## config.mk

```make
export PLATFORM = sky130hd
export DESIGN_NAME = sync_checksum_frame_deframer
export DESIGN_NICKNAME = d
export VERILOG_FILES = /design/src/sv/scfd_pkg.sv /design/src/sv/scfd_cell.sv /design/src/sv/scfd_detect.sv /design/src/sv/sync_checksum_frame_deframer.sv
export SDC_FILE = /design/constraint.sdc
export NUM_CORES = 1
export LEC_CHECK = 0
export BUFFER_PORTS_ARGS = -buffer_cell sky130_fd_sc_hd__buf_2
export CAP_MARGIN = 20
export CORE_UTILIZATION = 47
export CTS_BUF_LIST = sky130_fd_sc_hd__clkbuf_4 sky130_fd_sc_hd__clkbuf_8
export CTS_CLUSTER_DIAMETER = 40
export CTS_CLUSTER_SIZE = 10
export DETAILED_ROUTE_END_ITERATION = 8
export PLACE_DENSITY_LB_ADDON = 0.1
export SYNTH_ARGS = -nofsm -noshare
export SYNTH_HDL_FRONTEND = slang
export SYNTH_SLANG_ARGS = --single-unit
```

## constraint.sdc

```tcl
create_clock -name aclk -period 7.58 [get_ports aclk]
set_input_delay 0.379 -clock aclk [delete_from_list [all_inputs] [get_ports aclk]]
set_output_delay 0.379 -clock aclk [all_outputs]
set_load 0.03 [all_outputs]
```

## src/sv/scfd_pkg.sv

```systemverilog
// Package: constants and types of the sync checksum frame deframer.
`timescale 1ns / 1ps
package scfd_pkg;

    // Window geometry: 19 held bytes plus the incoming byte form a frame.
    localparam int unsigned WIN_LEN   = 20;
    localparam int unsigned HELD_LEN  = WIN_LEN - 1;
    localparam int unsigned FILL_W    = 5;

    // Configuration port.
    localparam int unsigned CFG_IDX_W  = 4;
    localparam int unsigned CFG_DATA_W = 8;

    typedef enum logic [CFG_IDX_W-1:0] {
        REG_SYNC_FIRST  = 4'd0,
        REG_SYNC_SECOND = 4'd1
    } cfg_reg_t;

    localparam logic [7:0] SYNC_FIRST_RST  = 8'h55;
    localparam logic [7:0] SYNC_SECOND_RST = 8'hAA;

    // Status from the frame detector to the output stage.
    typedef struct packed {
        logic full;
        logic hit;
    } det_t;

endpackage

```

## src/sv/scfd_cell.sv

```systemverilog
// One byte cell of the receive shift line.
`timescale 1ns / 1ps
module scfd_cell (
    input  logic       aclk,
    input  logic       aresetn,
    input  logic       shift_en,
    input  logic [7:0] d_in,
    output logic [7:0] q
);

    logic [7:0] byte_reg;
    logic [7:0] byte_next;

    // Take the neighbor's byte on every transaction
    always_comb begin
        byte_next = shift_en ? d_in : byte_reg;
    end

    always_ff @(posedge aclk) begin
        if (!aresetn) begin
            byte_reg <= '0;
        end else begin
            byte_reg <= byte_next;
        end
    end

    assign q = byte_reg;

endmodule

```

## src/sv/scfd_detect.sv

```systemverilog
// Frame detector: fill count, running checksum and sync/checksum compare.
`timescale 1ns / 1ps
module scfd_detect (
    input  logic              aclk,
    input  logic              aresetn,
    input  logic              advance,
    input  logic [7:0]        rx_byte,
    input  logic [7:0]        byte0,
    input  logic [7:0]        byte1,
    input  logic [7:0]        byte2,
    input  logic [7:0]        sync_first,
    input  logic [7:0]        sync_second,
    output scfd_pkg::det_t    det
);

    localparam logic [scfd_pkg::FILL_W-1:0] FILL_FULL =
        scfd_pkg::FILL_W'(scfd_pkg::HELD_LEN);

    logic [scfd_pkg::FILL_W-1:0] fill_reg;
    logic [scfd_pkg::FILL_W-1:0] fill_next;
    logic [7:0]                  sum_reg;
    logic [7:0]                  sum_next;

    // Compare the candidate frame: held bytes plus the incoming one
    always_comb begin
        det.full = (fill_reg == FILL_FULL);
        det.hit  = det.full && (byte0 == sync_first) && (byte1 == sync_second)
                   && (rx_byte == sum_reg);
    end

    // Advance fill count; the sum tracks cells 2..18 of the shift line
    always_comb begin
        fill_next = fill_reg;
        sum_next  = sum_reg;
        if (advance) begin
            sum_next = sum_reg - byte2 + rx_byte;
            if (det.hit) begin
                fill_next = '0;
            end else if (det.full) begin
                fill_next = FILL_FULL;
            end else begin
                fill_next = fill_reg + 1'b1;
            end
        end
    end

    always_ff @(posedge aclk) begin
        if (!aresetn) begin
            fill_reg <= '0;
            sum_reg  <= '0;
        end else begin
            fill_reg <= fill_next;
            sum_reg  <= sum_next;
        end
    end

endmodule

```

## src/sv/sync_checksum_frame_deframer.sv

```systemverilog
// Top level of the sync checksum frame deframer.
// Usage:
//   Input channel s_*: one received serial byte per transaction (s_rx_byte).
//   Result channel m_*: one result per input byte. m_frame_found is 1 when
//   that byte completed a frame (two sync bytes, 17 summed bytes, checksum);
//   the frame fields are then valid, otherwise they are all zero.
//   Configuration: cfg_we writes cfg_wdata into register cfg_index
//   (0 = first sync byte, 1 = second sync byte); other indexes are ignored.
// Output: each result is registered and shown in the cycle after its transaction.
// Throughput: one byte per cycle while s_ready is high; the shift line of 19
//   byte cells and the running checksum both advance once per transaction.
// Stall: while a result waits on m_ready, s_ready stays high only if the
//   output register is taken in the same cycle; otherwise input is held off.
// Reset: sync bytes return to 0x55 / 0xAA, the window empties, no result is
//   pending.
`timescale 1ns / 1ps
module sync_checksum_frame_deframer (
    input  logic                               aclk,
    input  logic                               aresetn,
    input  logic                               s_valid,
    output logic                               s_ready,
    input  logic [7:0]                         s_rx_byte,
    output logic                               m_valid,
    input  logic                               m_ready,
    output logic                               m_frame_found,
    output logic [7:0]                         m_length_byte,
    output logic [31:0]                        m_frame_count,
    output logic [63:0]                        m_payload_low,
    output logic [31:0]                        m_payload_high,
    output logic [7:0]                         m_checksum_byte,
    input  logic                               cfg_we,
    input  logic [scfd_pkg::CFG_IDX_W-1:0]     cfg_index,
    input  logic [scfd_pkg::CFG_DATA_W-1:0]    cfg_wdata
);

    localparam int unsigned HELD = scfd_pkg::HELD_LEN;

    logic [7:0] sync_first_reg;
    logic [7:0] sync_second_reg;
    logic       m_valid_reg;
    logic       m_valid_next;
    logic       found_reg;
    logic [7:0] length_reg;
    logic [31:0] count_reg;
    logic [63:0] pay_lo_reg;
    logic [31:0] pay_hi_reg;
    logic [7:0] csum_reg;

    logic       take;
    logic [7:0] win_q [HELD];
    scfd_pkg::det_t det;

    assign s_ready = !m_valid_reg || m_ready;
    assign take    = s_valid && s_ready;

    // Configuration registers
    always_ff @(posedge aclk) begin
        if (!aresetn) begin
            sync_first_reg  <= scfd_pkg::SYNC_FIRST_RST;
            sync_second_reg <= scfd_pkg::SYNC_SECOND_RST;
        end else if (cfg_we) begin
            if (cfg_index == scfd_pkg::REG_SYNC_FIRST) begin
                sync_first_reg <= cfg_wdata[7:0];
            end else if (cfg_index == scfd_pkg::REG_SYNC_SECOND) begin
                sync_second_reg <= cfg_wdata[7:0];
            end
        end
    end

    // Shift line: newest byte enters the top cell, cell 0 holds the oldest
    for (genvar i = 0; i < HELD; i++) begin : g_cell
        if (i == HELD - 1) begin : g_top
            scfd_cell u_cell (
                .aclk     (aclk),
                .aresetn  (aresetn),
                .shift_en (take),
                .d_in     (s_rx_byte),
                .q        (win_q[i])
            );
        end else begin : g_mid
            scfd_cell u_cell (
                .aclk     (aclk),
                .aresetn  (aresetn),
                .shift_en (take),
                .d_in     (win_q[i+1]),
                .q        (win_q[i])
            );
        end
    end

    scfd_detect u_detect (
        .aclk        (aclk),
        .aresetn     (aresetn),
        .advance     (take),
        .rx_byte     (s_rx_byte),
        .byte0       (win_q[0]),
        .byte1       (win_q[1]),
        .byte2       (win_q[2]),
        .sync_first  (sync_first_reg),
        .sync_second (sync_second_reg),
        .det         (det)
    );

    // Output valid: set on a transaction, drop when taken
    always_comb begin
        m_valid_next = m_valid_reg;
        if (take) begin
            m_valid_next = 1'b1;
        end else if (m_ready) begin
            m_valid_next = 1'b0;
        end
    end

    always_ff @(posedge aclk) begin
        if (!aresetn) begin
            m_valid_reg <= 1'b0;
        end else begin
            m_valid_reg <= m_valid_next;
        end
    end

    // Output payload: frame fields on a hit, zeros otherwise
    always_ff @(posedge aclk) begin
        if (take) begin
            found_reg <= det.hit;
            if (det.hit) begin
                length_reg <= win_q[2];
                for (int k = 0; k < 4; k++) begin
                    count_reg[8*k +: 8]  <= win_q[3 + k];
                    pay_hi_reg[8*k +: 8] <= win_q[15 + k];
                end
                for (int k = 0; k < 8; k++) begin
                    pay_lo_reg[8*k +: 8] <= win_q[7 + k];
                end
                csum_reg <= s_rx_byte;
            end else begin
                length_reg <= '0;
                count_reg  <= '0;
                pay_lo_reg <= '0;
                pay_hi_reg <= '0;
                csum_reg   <= '0;
            end
        end
    end

    assign m_valid         = m_valid_reg;
    assign m_frame_found   = found_reg;
    assign m_length_byte   = length_reg;
    assign m_frame_count   = count_reg;
    assign m_payload_low   = pay_lo_reg;
    assign m_payload_high  = pay_hi_reg;
    assign m_checksum_byte = csum_reg;

endmodule

```

Word-level counts from Yosys, hierarchy flattened:

Cells that the tools add are included.

* flip-flop bits (word level): 327
* output and inout bits: 147
* bits of input ports: 25
* logic and storage cells: 53

* muxes and demuxes: 4
* reductions and logical operators: 10
* equality and inequality tests: 5
* $add $sub $neg: 3
* bitwise logic cells: 1

Operators with widths (number)
* equality test 8 bit: 3
* two-way mux 5 bit: 2
* adder 8 bit: 1
* subtractor 8 bit: 1
* adder 5 x 1 -> 5 bit, second input constant: 1
* equality test 5 bit, second input constant: 1
* equality test 4 x 1 -> 1 bit, second input constant: 1
* logical AND 1 bit: 4
* logical NOT 4 bit: 1
* AND reduction 3 bit: 1
* two-way mux 1 bit: 2
* AND reduction 2 bit: 1
* nonzero test 2 bit: 1
* logical NOT 1 bit: 1
* logical OR 1 bit: 1
* NOT 1 bit: 1

Longest topological paths before layout:

Gate-level depths: netlist (run 1).

* depth in word-level cells: 5
* depth in mapped cells: 11
* gate-level depth less buffers: 11

By module:

From an unflattened synthesis (run 1), not the netlist that was laid out.

* cells, all modules: 1016
* area total of the unflattened synthesis: 13155.1 um^2

By module, submodules not included
* sync_checksum_frame_deframer: area each 6080.8 um^2, sequential area each 4694.5 um^2, cells each 382, times used 1
* scfd_cell: area each 301.5 um^2, sequential area each 160.2 um^2, cells each 25, times used 19
* scfd_detect: area each 1345.0 um^2, sequential area each 260.2 um^2, cells each 159, times used 1

Worst setup path after synthesis (run 1):

No wires, ideal clock.

* path kind: register to register
* from: reg m_valid_reg (netlist: m_valid)
* to: reg csum_reg[0] (netlist: m_checksum_byte[0]) (enable)
* path buffers: 2
* required time: 7.014 ns
* data arrival time: 5.395 ns
* library setup time: 0.566 ns
* period minus slack after synthesis: 5.961 ns
* slack: 1.619 ns
* stages on the path, launching flop included: 6
* path through: dfxtp_1 > nand2b_1 > nand2_1 > inv_1 > clkbuf_1 > clkbuf_1

* word-level cells in the longest chain between the ends: 3

Ends and longest elaborated chain
* start: declaration: line sync_checksum_frame_deframer.sv:40 `logic m_valid_reg;`
* start signal: assignment: line sync_checksum_frame_deframer.sv:118 `m_valid_reg <= m_valid_next;`
* logical NOT 1 bit: line sync_checksum_frame_deframer.sv:53 `assign s_ready = !m_valid_reg || m_ready;`
* logical OR 1 bit: line sync_checksum_frame_deframer.sv:53
* net s_ready: line sync_checksum_frame_deframer.sv:21 `output logic s_ready,`
* logical AND 1 bit: line sync_checksum_frame_deframer.sv:54 `assign take = s_valid && s_ready;`
* net g_cell[0].g_mid.u_cell.shift_en: line scfd_cell.sv:6 `input logic shift_en,`
* end signal: assignment: line sync_checksum_frame_deframer.sv:135 `csum_reg <= s_rx_byte;`
* end: declaration: line sync_checksum_frame_deframer.sv:47 `logic [7:0] csum_reg;`

The timed path passes the listed nets, and every way through them passes these cells.
A chain may end at the register's enable or synchronous reset.

Worst setup path in the final report (run 1):

* from: reg sync_first_reg[6]
* to: reg pay_lo_reg[32] (netlist: m_payload_low[32]), data pin

* word-level cells in the longest chain between the ends: 4

Ends and longest elaborated chain
* start: declaration: line sync_checksum_frame_deframer.sv:38 `logic [7:0] sync_first_reg;`
* start signal: assignment: line sync_checksum_frame_deframer.sv:59 `sync_first_reg <= scfd_pkg::SYNC_FIRST_RST;`
* start signal: assignment: line sync_checksum_frame_deframer.sv:63 `sync_first_reg <= cfg_wdata[7:0];`
* equality test 8 bit: line scfd_detect.sv:27 `det.hit = det.full && (byte0 == sync_first) && (byte1 == sync_second)`
* logical AND 1 bit (2 in a row): line scfd_detect.sv:27
* logical AND 1 bit: line scfd_detect.sv:28 `&& (rx_byte == sum_reg);`
* end signal: indexed assignment: line sync_checksum_frame_deframer.sv:133 `pay_lo_reg[8*k +: 8] <= win_q[7 + k];`
* end: declaration: line sync_checksum_frame_deframer.sv:45 `logic [63:0] pay_lo_reg;`

No other way between the ends.

==> run summary, run 1 <==
Post-DR vias/cell -> 4.88
Max-slew violation count -> 0
Starting Density -> 47.7%
Tcrit/Tclk final -> 41.4%
Top cell family by delay on the critical path -> simple AND/OR/NAND/NOR gates
Worst-Margin Slew -> 1.03 ns
CTS tree -> built
IO Pins -> 172
GRT Util Overall -> 18.8%
Post-Syn Area per Cell -> 10.5 µm²
First-pass GRT wire length -> 40100 µm
Worst path most repeated cell -> buf_4
Cell count of the worst reg-to-reg path -> 7
Vias in the first global route -> 7460
Place WS -> 4.45 ns
Die area -> 0.0270 mm²
Crit path max-delay cell type -> buf_4
Clk_lat worst skew -> 0.54 ns
Nets -> 1374
Hold_sp -> cfg_wdata[0]
Relative max-transition margin -> 31.1%
Sink Count -> 327
Yosys warnings -> 0
Commonest non-fill, non-tap cell in the layout -> nand2_1
Pleak -> 5.48 nW
Power density cells -> 252 mW/mm²
Initial antenna violation count -> 0
Max Buffers Root-to-Sink -> 3
Fin cells -> 1701
Layout cells sized above 1 -> 19.2%
Worst R2R Start -> sync_first_reg[6]$_SDFFE_PN1P_
Reg2reg setup slack -> 4.44 ns
Register area share after synthesis -> 64.5%
Req. time, crit path -> 7.99 ns
Distinct cell type count after synthesis -> 38
Final setup TNS -> 0 ns
Cts hold-fix bufs -> 0
Buffers & Inverters on Critical Path -> 2
EDFF count, synth -> 145
Commonest non-fill, non-tap cells in the layout -> 324 x nand2_1, 182 x dfxtp_1, 171 x buf_2
RSZ-0062 raised after global routing -> false
CP Cell Sequence -> xor2_1 -> nor4_1 -> nand4_1 -> nor4_4 -> buf_4 -> buf_4 -> and2_1
DR WL/cell -> 15.1 µm
Total routed wirelength -> 25700 µm
Fraction of registers with async set/reset -> 0%
Clock buffer count from CTS -> 42
Die H -> 164 µm
CP arrival -> 3.55 ns
Core area -> 0.0260 mm²
Worst vdd ir -> 0.134 mV
DRC errors left -> 0
Rows -> 59
First-pass iteration count of the detailed router -> 5
Outcome -> complete, no violations
Reg-to-Reg End -> m_payload_low[32]$_SDFFCE_PN0P_
Final instance area -> 0.0144 mm²
Ys flop type -> dfxtp_1
Final Hold Viols -> 0
Largest register FFs -> 144
Skew final -> 0.0241 ns
Post-Syn Area -> 0.0124 mm²
Min-delay worst type -> in -> reg
Crit Path Max Fanout -> 80
Placed Area -> 0.0135 mm²
Worst Setup Start Kind -> register
Synthesized flop and latch total -> 327
Post-CTS setup buffers -> 0
Largest net degree at the start of global routing -> 141
Crit end category -> register
WHS Path Cells -> 3
Via count -> 8304
Max frequency -> 318 MHz
CTS clk-pin slew, worst paths -> 0.07 ns
CTS HTree Levels -> 2
ANT nets after route -> 0
Total gr overflow -> 0
Max_cap viols -> 0
Fin worst setup slack -> 4.44 ns
Ant. Diodes -> 0
Placer Congestion -> 0.771
Cells after Synth -> 1182
Min-Delay Endpoint -> sync_first_reg[0]$_SDFFE_PN1P_
DP Wirelength -> 15200 µm
Root Buffer -> clkbuf_8
Mapped Nets -> 1223
Die X -> 164 µm
Setup Viol. Count Final -> 0
Cts repair resizes -> 0
Crit path kind -> reg -> reg
Synthesis-to-finish area growth -> 15.9%
Final min period -> 3.14 ns
Initial DRC count -> 657
Crit-path max cell delay -> 0.66 ns
IO Port Bufs -> 171
# placed instances -> 1624
## worst max-delay path by stage
stage / start / end / slack, ns / cells after the start
finish: sync_first_reg[6]$_SDFFE_PN1P_ / m_payload_low[32]$_SDFFCE_PN0P_ / 4.44 / 7
CTS: sync_first_reg[6]$_SDFFE_PN1P_ / m_payload_high[3]$_SDFFCE_PN0P_ / 4.46 / 7
global route: u_detect.fill_reg[0]$_SDFFE_PN0P_ / m_payload_low[32]$_SDFFCE_PN0P_ / 4.24 / 7
floorplan: m_valid$_SDFFE_PN0P_ / m_checksum_byte[0]$_SDFFCE_PN0P_ / 1.62 / 5
global placement: sync_first_reg[6]$_SDFFE_PN1P_ / m_payload_low[18]$_SDFFCE_PN0P_ / 4.51 / 7
detailed placement: m_ready / u_detect.fill_reg[1]$_SDFFE_PN0P_ / 4.45 / 8
## logic make-up after synthesis
group / count (synthesis) / share of synthesized area, %
AOI/OAI and AO/OA: 179 / 7.56
xor gates and xnor gates: 31 / 2.19
adders and majority gates: 16 / 2.04
buffers and inverters: 102 / 3.25
DFF: 327 / 64.5
muxes: 17 / 1.37
and+or+nand+nor: 510 / 19.0
## worst min-delay path, delay by kind of cell
family | cells | cell delay (ns)
and+or+nand+nor | 1 | 0.05
muxes | 1 | 0.06
buffers and inverters | 1 | 0.09
## power by group
group          switching, mW  internal (mW)
sequential            0.0269           1.89
clock                  0.631          0.721
combinational          0.242         0.0967
total                  0.900           2.71
## stage by stage
stage / utilization [%] / power [mW] / hold WS (ns)
2_1_floorplan: - / 2.21 / 0.440
3_3_place_gp: 51.8 / 2.30 / 0.453
3_5_place_dp: 51.8 / 2.30 / 0.454
4_1_cts: 55.3 / 3.66 / 0.0390
5_1_grt: 55.3 / 3.78 / 0.0490
6_report: 55.3 / 3.61 / 0.0693
## per-layer routing
metal  up-vias  wire length, µm  track usage, %
li1       4199                -               -
met1      3876            12400            27.4
met2       193            11700            28.6
met3        36             1250            3.33
met4         0              389            5.51
met5         -                0               0
## layout make-up
cell class	instances	area, µm²
multi-input cells	753	4010
repair buffers	179	916
clock inverters	8	76.3
clock buffers	69	818
fillers	2388	11600
well taps	335	419
inverters	30	125
flip-flops and latches	327	8000
## cells in the mapped netlist (3+ instances only)
| cell type | instances | area (µm²) |
|---|---|---|
| dfxtp_1 | 182 | 3640 |
| xor2_1 | 25 | 219 |
| edfxtp_1 | 145 | 4350 |
| a211oi_1 | 4 | 30.0 |
| nand4_1 | 4 | 25.0 |
| nand2_1 | 325 | 1220 |
| xnor2_1 | 6 | 52.6 |
| ha_1 | 9 | 113 |
| nor3_1 | 5 | 25.0 |
| clkbuf_2 | 12 | 60.1 |
| nand3_1 | 5 | 25.0 |
| nor2_1 | 12 | 45.0 |
| nand2b_1 | 3 | 18.8 |
| clkbuf_1 | 56 | 210 |
| a21oi_1 | 160 | 801 |
| fa_1 | 7 | 140 |
| o21a_1 | 4 | 30.0 |
| and2_1 | 144 | 901 |
| nor4_1 | 4 | 25.0 |
| inv_1 | 30 | 113 |
| mux2i_1 | 17 | 170 |
No activity file was read; power rests on OpenSTA's default activity.
==> run 2, diff against run 1 <==
==> constraint.sdc (replaced) <==
create_clock -name aclk -period 2.5 [get_ports aclk]
set_input_delay 0.125 -clock aclk [delete_from_list [all_inputs] [get_ports aclk]]
set_output_delay 0.125 -clock aclk [all_outputs]
set_load 0.03 [all_outputs]
==> run summary, run 2 (same netlist as run 1, synthesis figures left out) <==
Outcome -> complete, no violations
ANT nets after route -> 0 (unchanged)
Worst Setup Start Kind -> register
Root Buffer -> clkbuf_8
Commonest non-fill, non-tap cell in the layout -> nand2_1
Req. time, crit path -> 2.99 ns (-5.00 ns)
Setup Viol. Count Final -> 0 (unchanged)
CP arrival -> 2.87 ns (-0.68 ns)
Die X -> 164 µm (unchanged)
Power density cells -> 757 mW/mm² (+200%)
Pleak -> 5.72 nW (+4.4%)
Total gr overflow -> 0 (unchanged)
Total routed wirelength -> 26200 µm (+1.8%)
Vias in the first global route -> 7779 (+4.3%)
Largest register FFs -> 144 (unchanged)
First-pass iteration count of the detailed router -> 4 (-1)
CTS clk-pin slew, worst paths -> 0.06 ns (about the same)
Crit end category -> register
Rows -> 59 (unchanged)
Core area -> 0.0260 mm² (unchanged)
Min-delay worst type -> in -> reg
Clock buffer count from CTS -> 45 (+7.1%)
Crit Path Max Fanout -> 2 (-98%)
Reg area -> 0.00800 mm² (about the same)
RSZ-0062 raised after global routing -> true
CTS HTree Levels -> 2 (unchanged)
Starting Density -> 47.7% (unchanged)
Nets -> 1419 (+3.3%)
Die area -> 0.0270 mm² (unchanged)
Filler cells -> 2320 (-2.8%)
Commonest non-fill, non-tap cells in the layout -> 324 x nand2_1, 181 x dfxtp_1, 171 x buf_2
First-pass GRT wire length -> 41400 µm (+3.2%)
DR WL/cell -> 15.0 µm (-0.93%)
DP Wirelength -> 15900 µm (+5.2%)
DRC errors left -> 0 (unchanged)
Largest net degree at the start of global routing -> 86 (-39%)
CTS tree -> built
Final min period -> 2.38 ns (-0.759 ns)
Placer Congestion -> 0.765 (-0.86%)
Total power -> 11.3 mW (+210%)
Initial DRC count -> 510 (-22%)
Sink Count -> 327 (unchanged)
Via count -> 8442 (+1.7%)
Tcrit/Tclk final -> 95.3% (+54 points)
Initial antenna violation count -> 0 (unchanged)
Crit path kind -> reg -> reg
Synthesis-to-finish area growth -> 20.8%
Die H -> 164 µm (unchanged)
Max-slew violation count -> 0 (unchanged)
Ant. Diodes -> 0 (unchanged)
GRT Util Overall -> 19.4% (+0.60 points)
Final Hold Viols -> 0 (unchanged)
Skew final -> 0.0125 ns (-0.0116 ns)
Max Buffers Root-to-Sink -> 3 (unchanged)
IO Pins -> 172 (unchanged)
Max frequency -> 420 MHz (+32%)
Final design utilization -> 57.6% (+2.4 points)
Relative max-transition margin -> 47.8% (+17 points)
Layout cells sized above 1 -> 20.2% (+0.99 points)
WHS Path Cells -> 5 (+2)
Area of the multi-input gates -> 0.00402 mm² (+0.41%)
Cell count of the worst reg-to-reg path -> 9 (+2)
Max_cap viols -> 0 (unchanged)
Worst-Margin Slew -> 0.782 ns (-0.251 ns)
Clk_lat worst skew -> 0.56 ns (+0.02 ns)
Worst vdd ir -> 0.539 mV (+300%)
Post-DR vias/cell -> 4.83 (-1.1%)
IO Port Bufs -> 171 (unchanged)
-- run 2: path summary, 6_finish.rpt --
check	start	end	slack (ns)
hold reg to reg	g_cell[15].g_mid.u_cell.q[7]$_SDFFE_PN0P_	g_cell[14].g_mid.u_cell.q[7]$_SDFFE_PN0P_	0.46
setup / recovery	u_detect.sum_reg[4]$_SDFFE_PN0P_	u_detect.sum_reg[7]$_SDFFE_PN0P_	0.12
hold / removal	cfg_index[0]	sync_first_reg[0]$_SDFFE_PN1P_	0.13
setup reg to reg	u_detect.sum_reg[4]$_SDFFE_PN0P_	u_detect.sum_reg[7]$_SDFFE_PN0P_	0.12
-- run 2: final cells by class --
cell class | instances | area share (%)
well taps | 335 | 2.80
inverters | 30 | 0.836
clock buffers | 61 | 4.98
repair buffers | 221 | 9.58
clock inverters | 21 | 1.50
multi-input cells | 753 | 26.9
flip-flops and latches | 327 | 53.4
-- run 2: repair_timing --
action	CTS	global route
buffers inserted	0	0
hold endpoints to repair	35	0
resized for setup	0	3
setup endpoints to repair	0	2
hold buffers	26	0
-- run 2: worst max-delay path, stage by stage, from the launching register on --
cell and delay, ns:
dfxtp_2 0.33, inv_1 0.06, fa_1 0.48, inv_1 0.07, ha_4 0.23, a21o_1 0.19
a31o_2 0.25, or3_1 0.36, a21oi_2 0.16, mux2i_1 0.19
-- run 2: power by group --
part	internal [mW]	switching (mW)	leakage, nW
combinational	0.365	0.757	2.31
sequential	5.74	0.0775	2.91
clock	2.38	2.01	0.500
total	8.49	2.84	5.72
-- run 2: layer usage --
metal,up-vias,track usage [%],wire length [µm]
met5,-,0,0
met4,0,5.30,423
met3,42,3.96,1120
met2,172,30.4,12200
met1,3933,27.3,12500
li1,4295,-,-
-- run 2: per-stage QoR --
step	hold WS [ns]	cell area [µm²]	worst slack (ns)	std cells	setup TNS, ns
after global routing	0.108	15000	-0.00526	1748	-0.00526
after CTS	0.0872	15000	0.0344	1748	0
final	0.127	15000	0.118	1748	0
after global placement	0.354	13700	0.0867	1640	0
after floorplan	0.250	12400	0.0738	1182	0
after detailed placement	0.357	13700	0.0452	1640	0
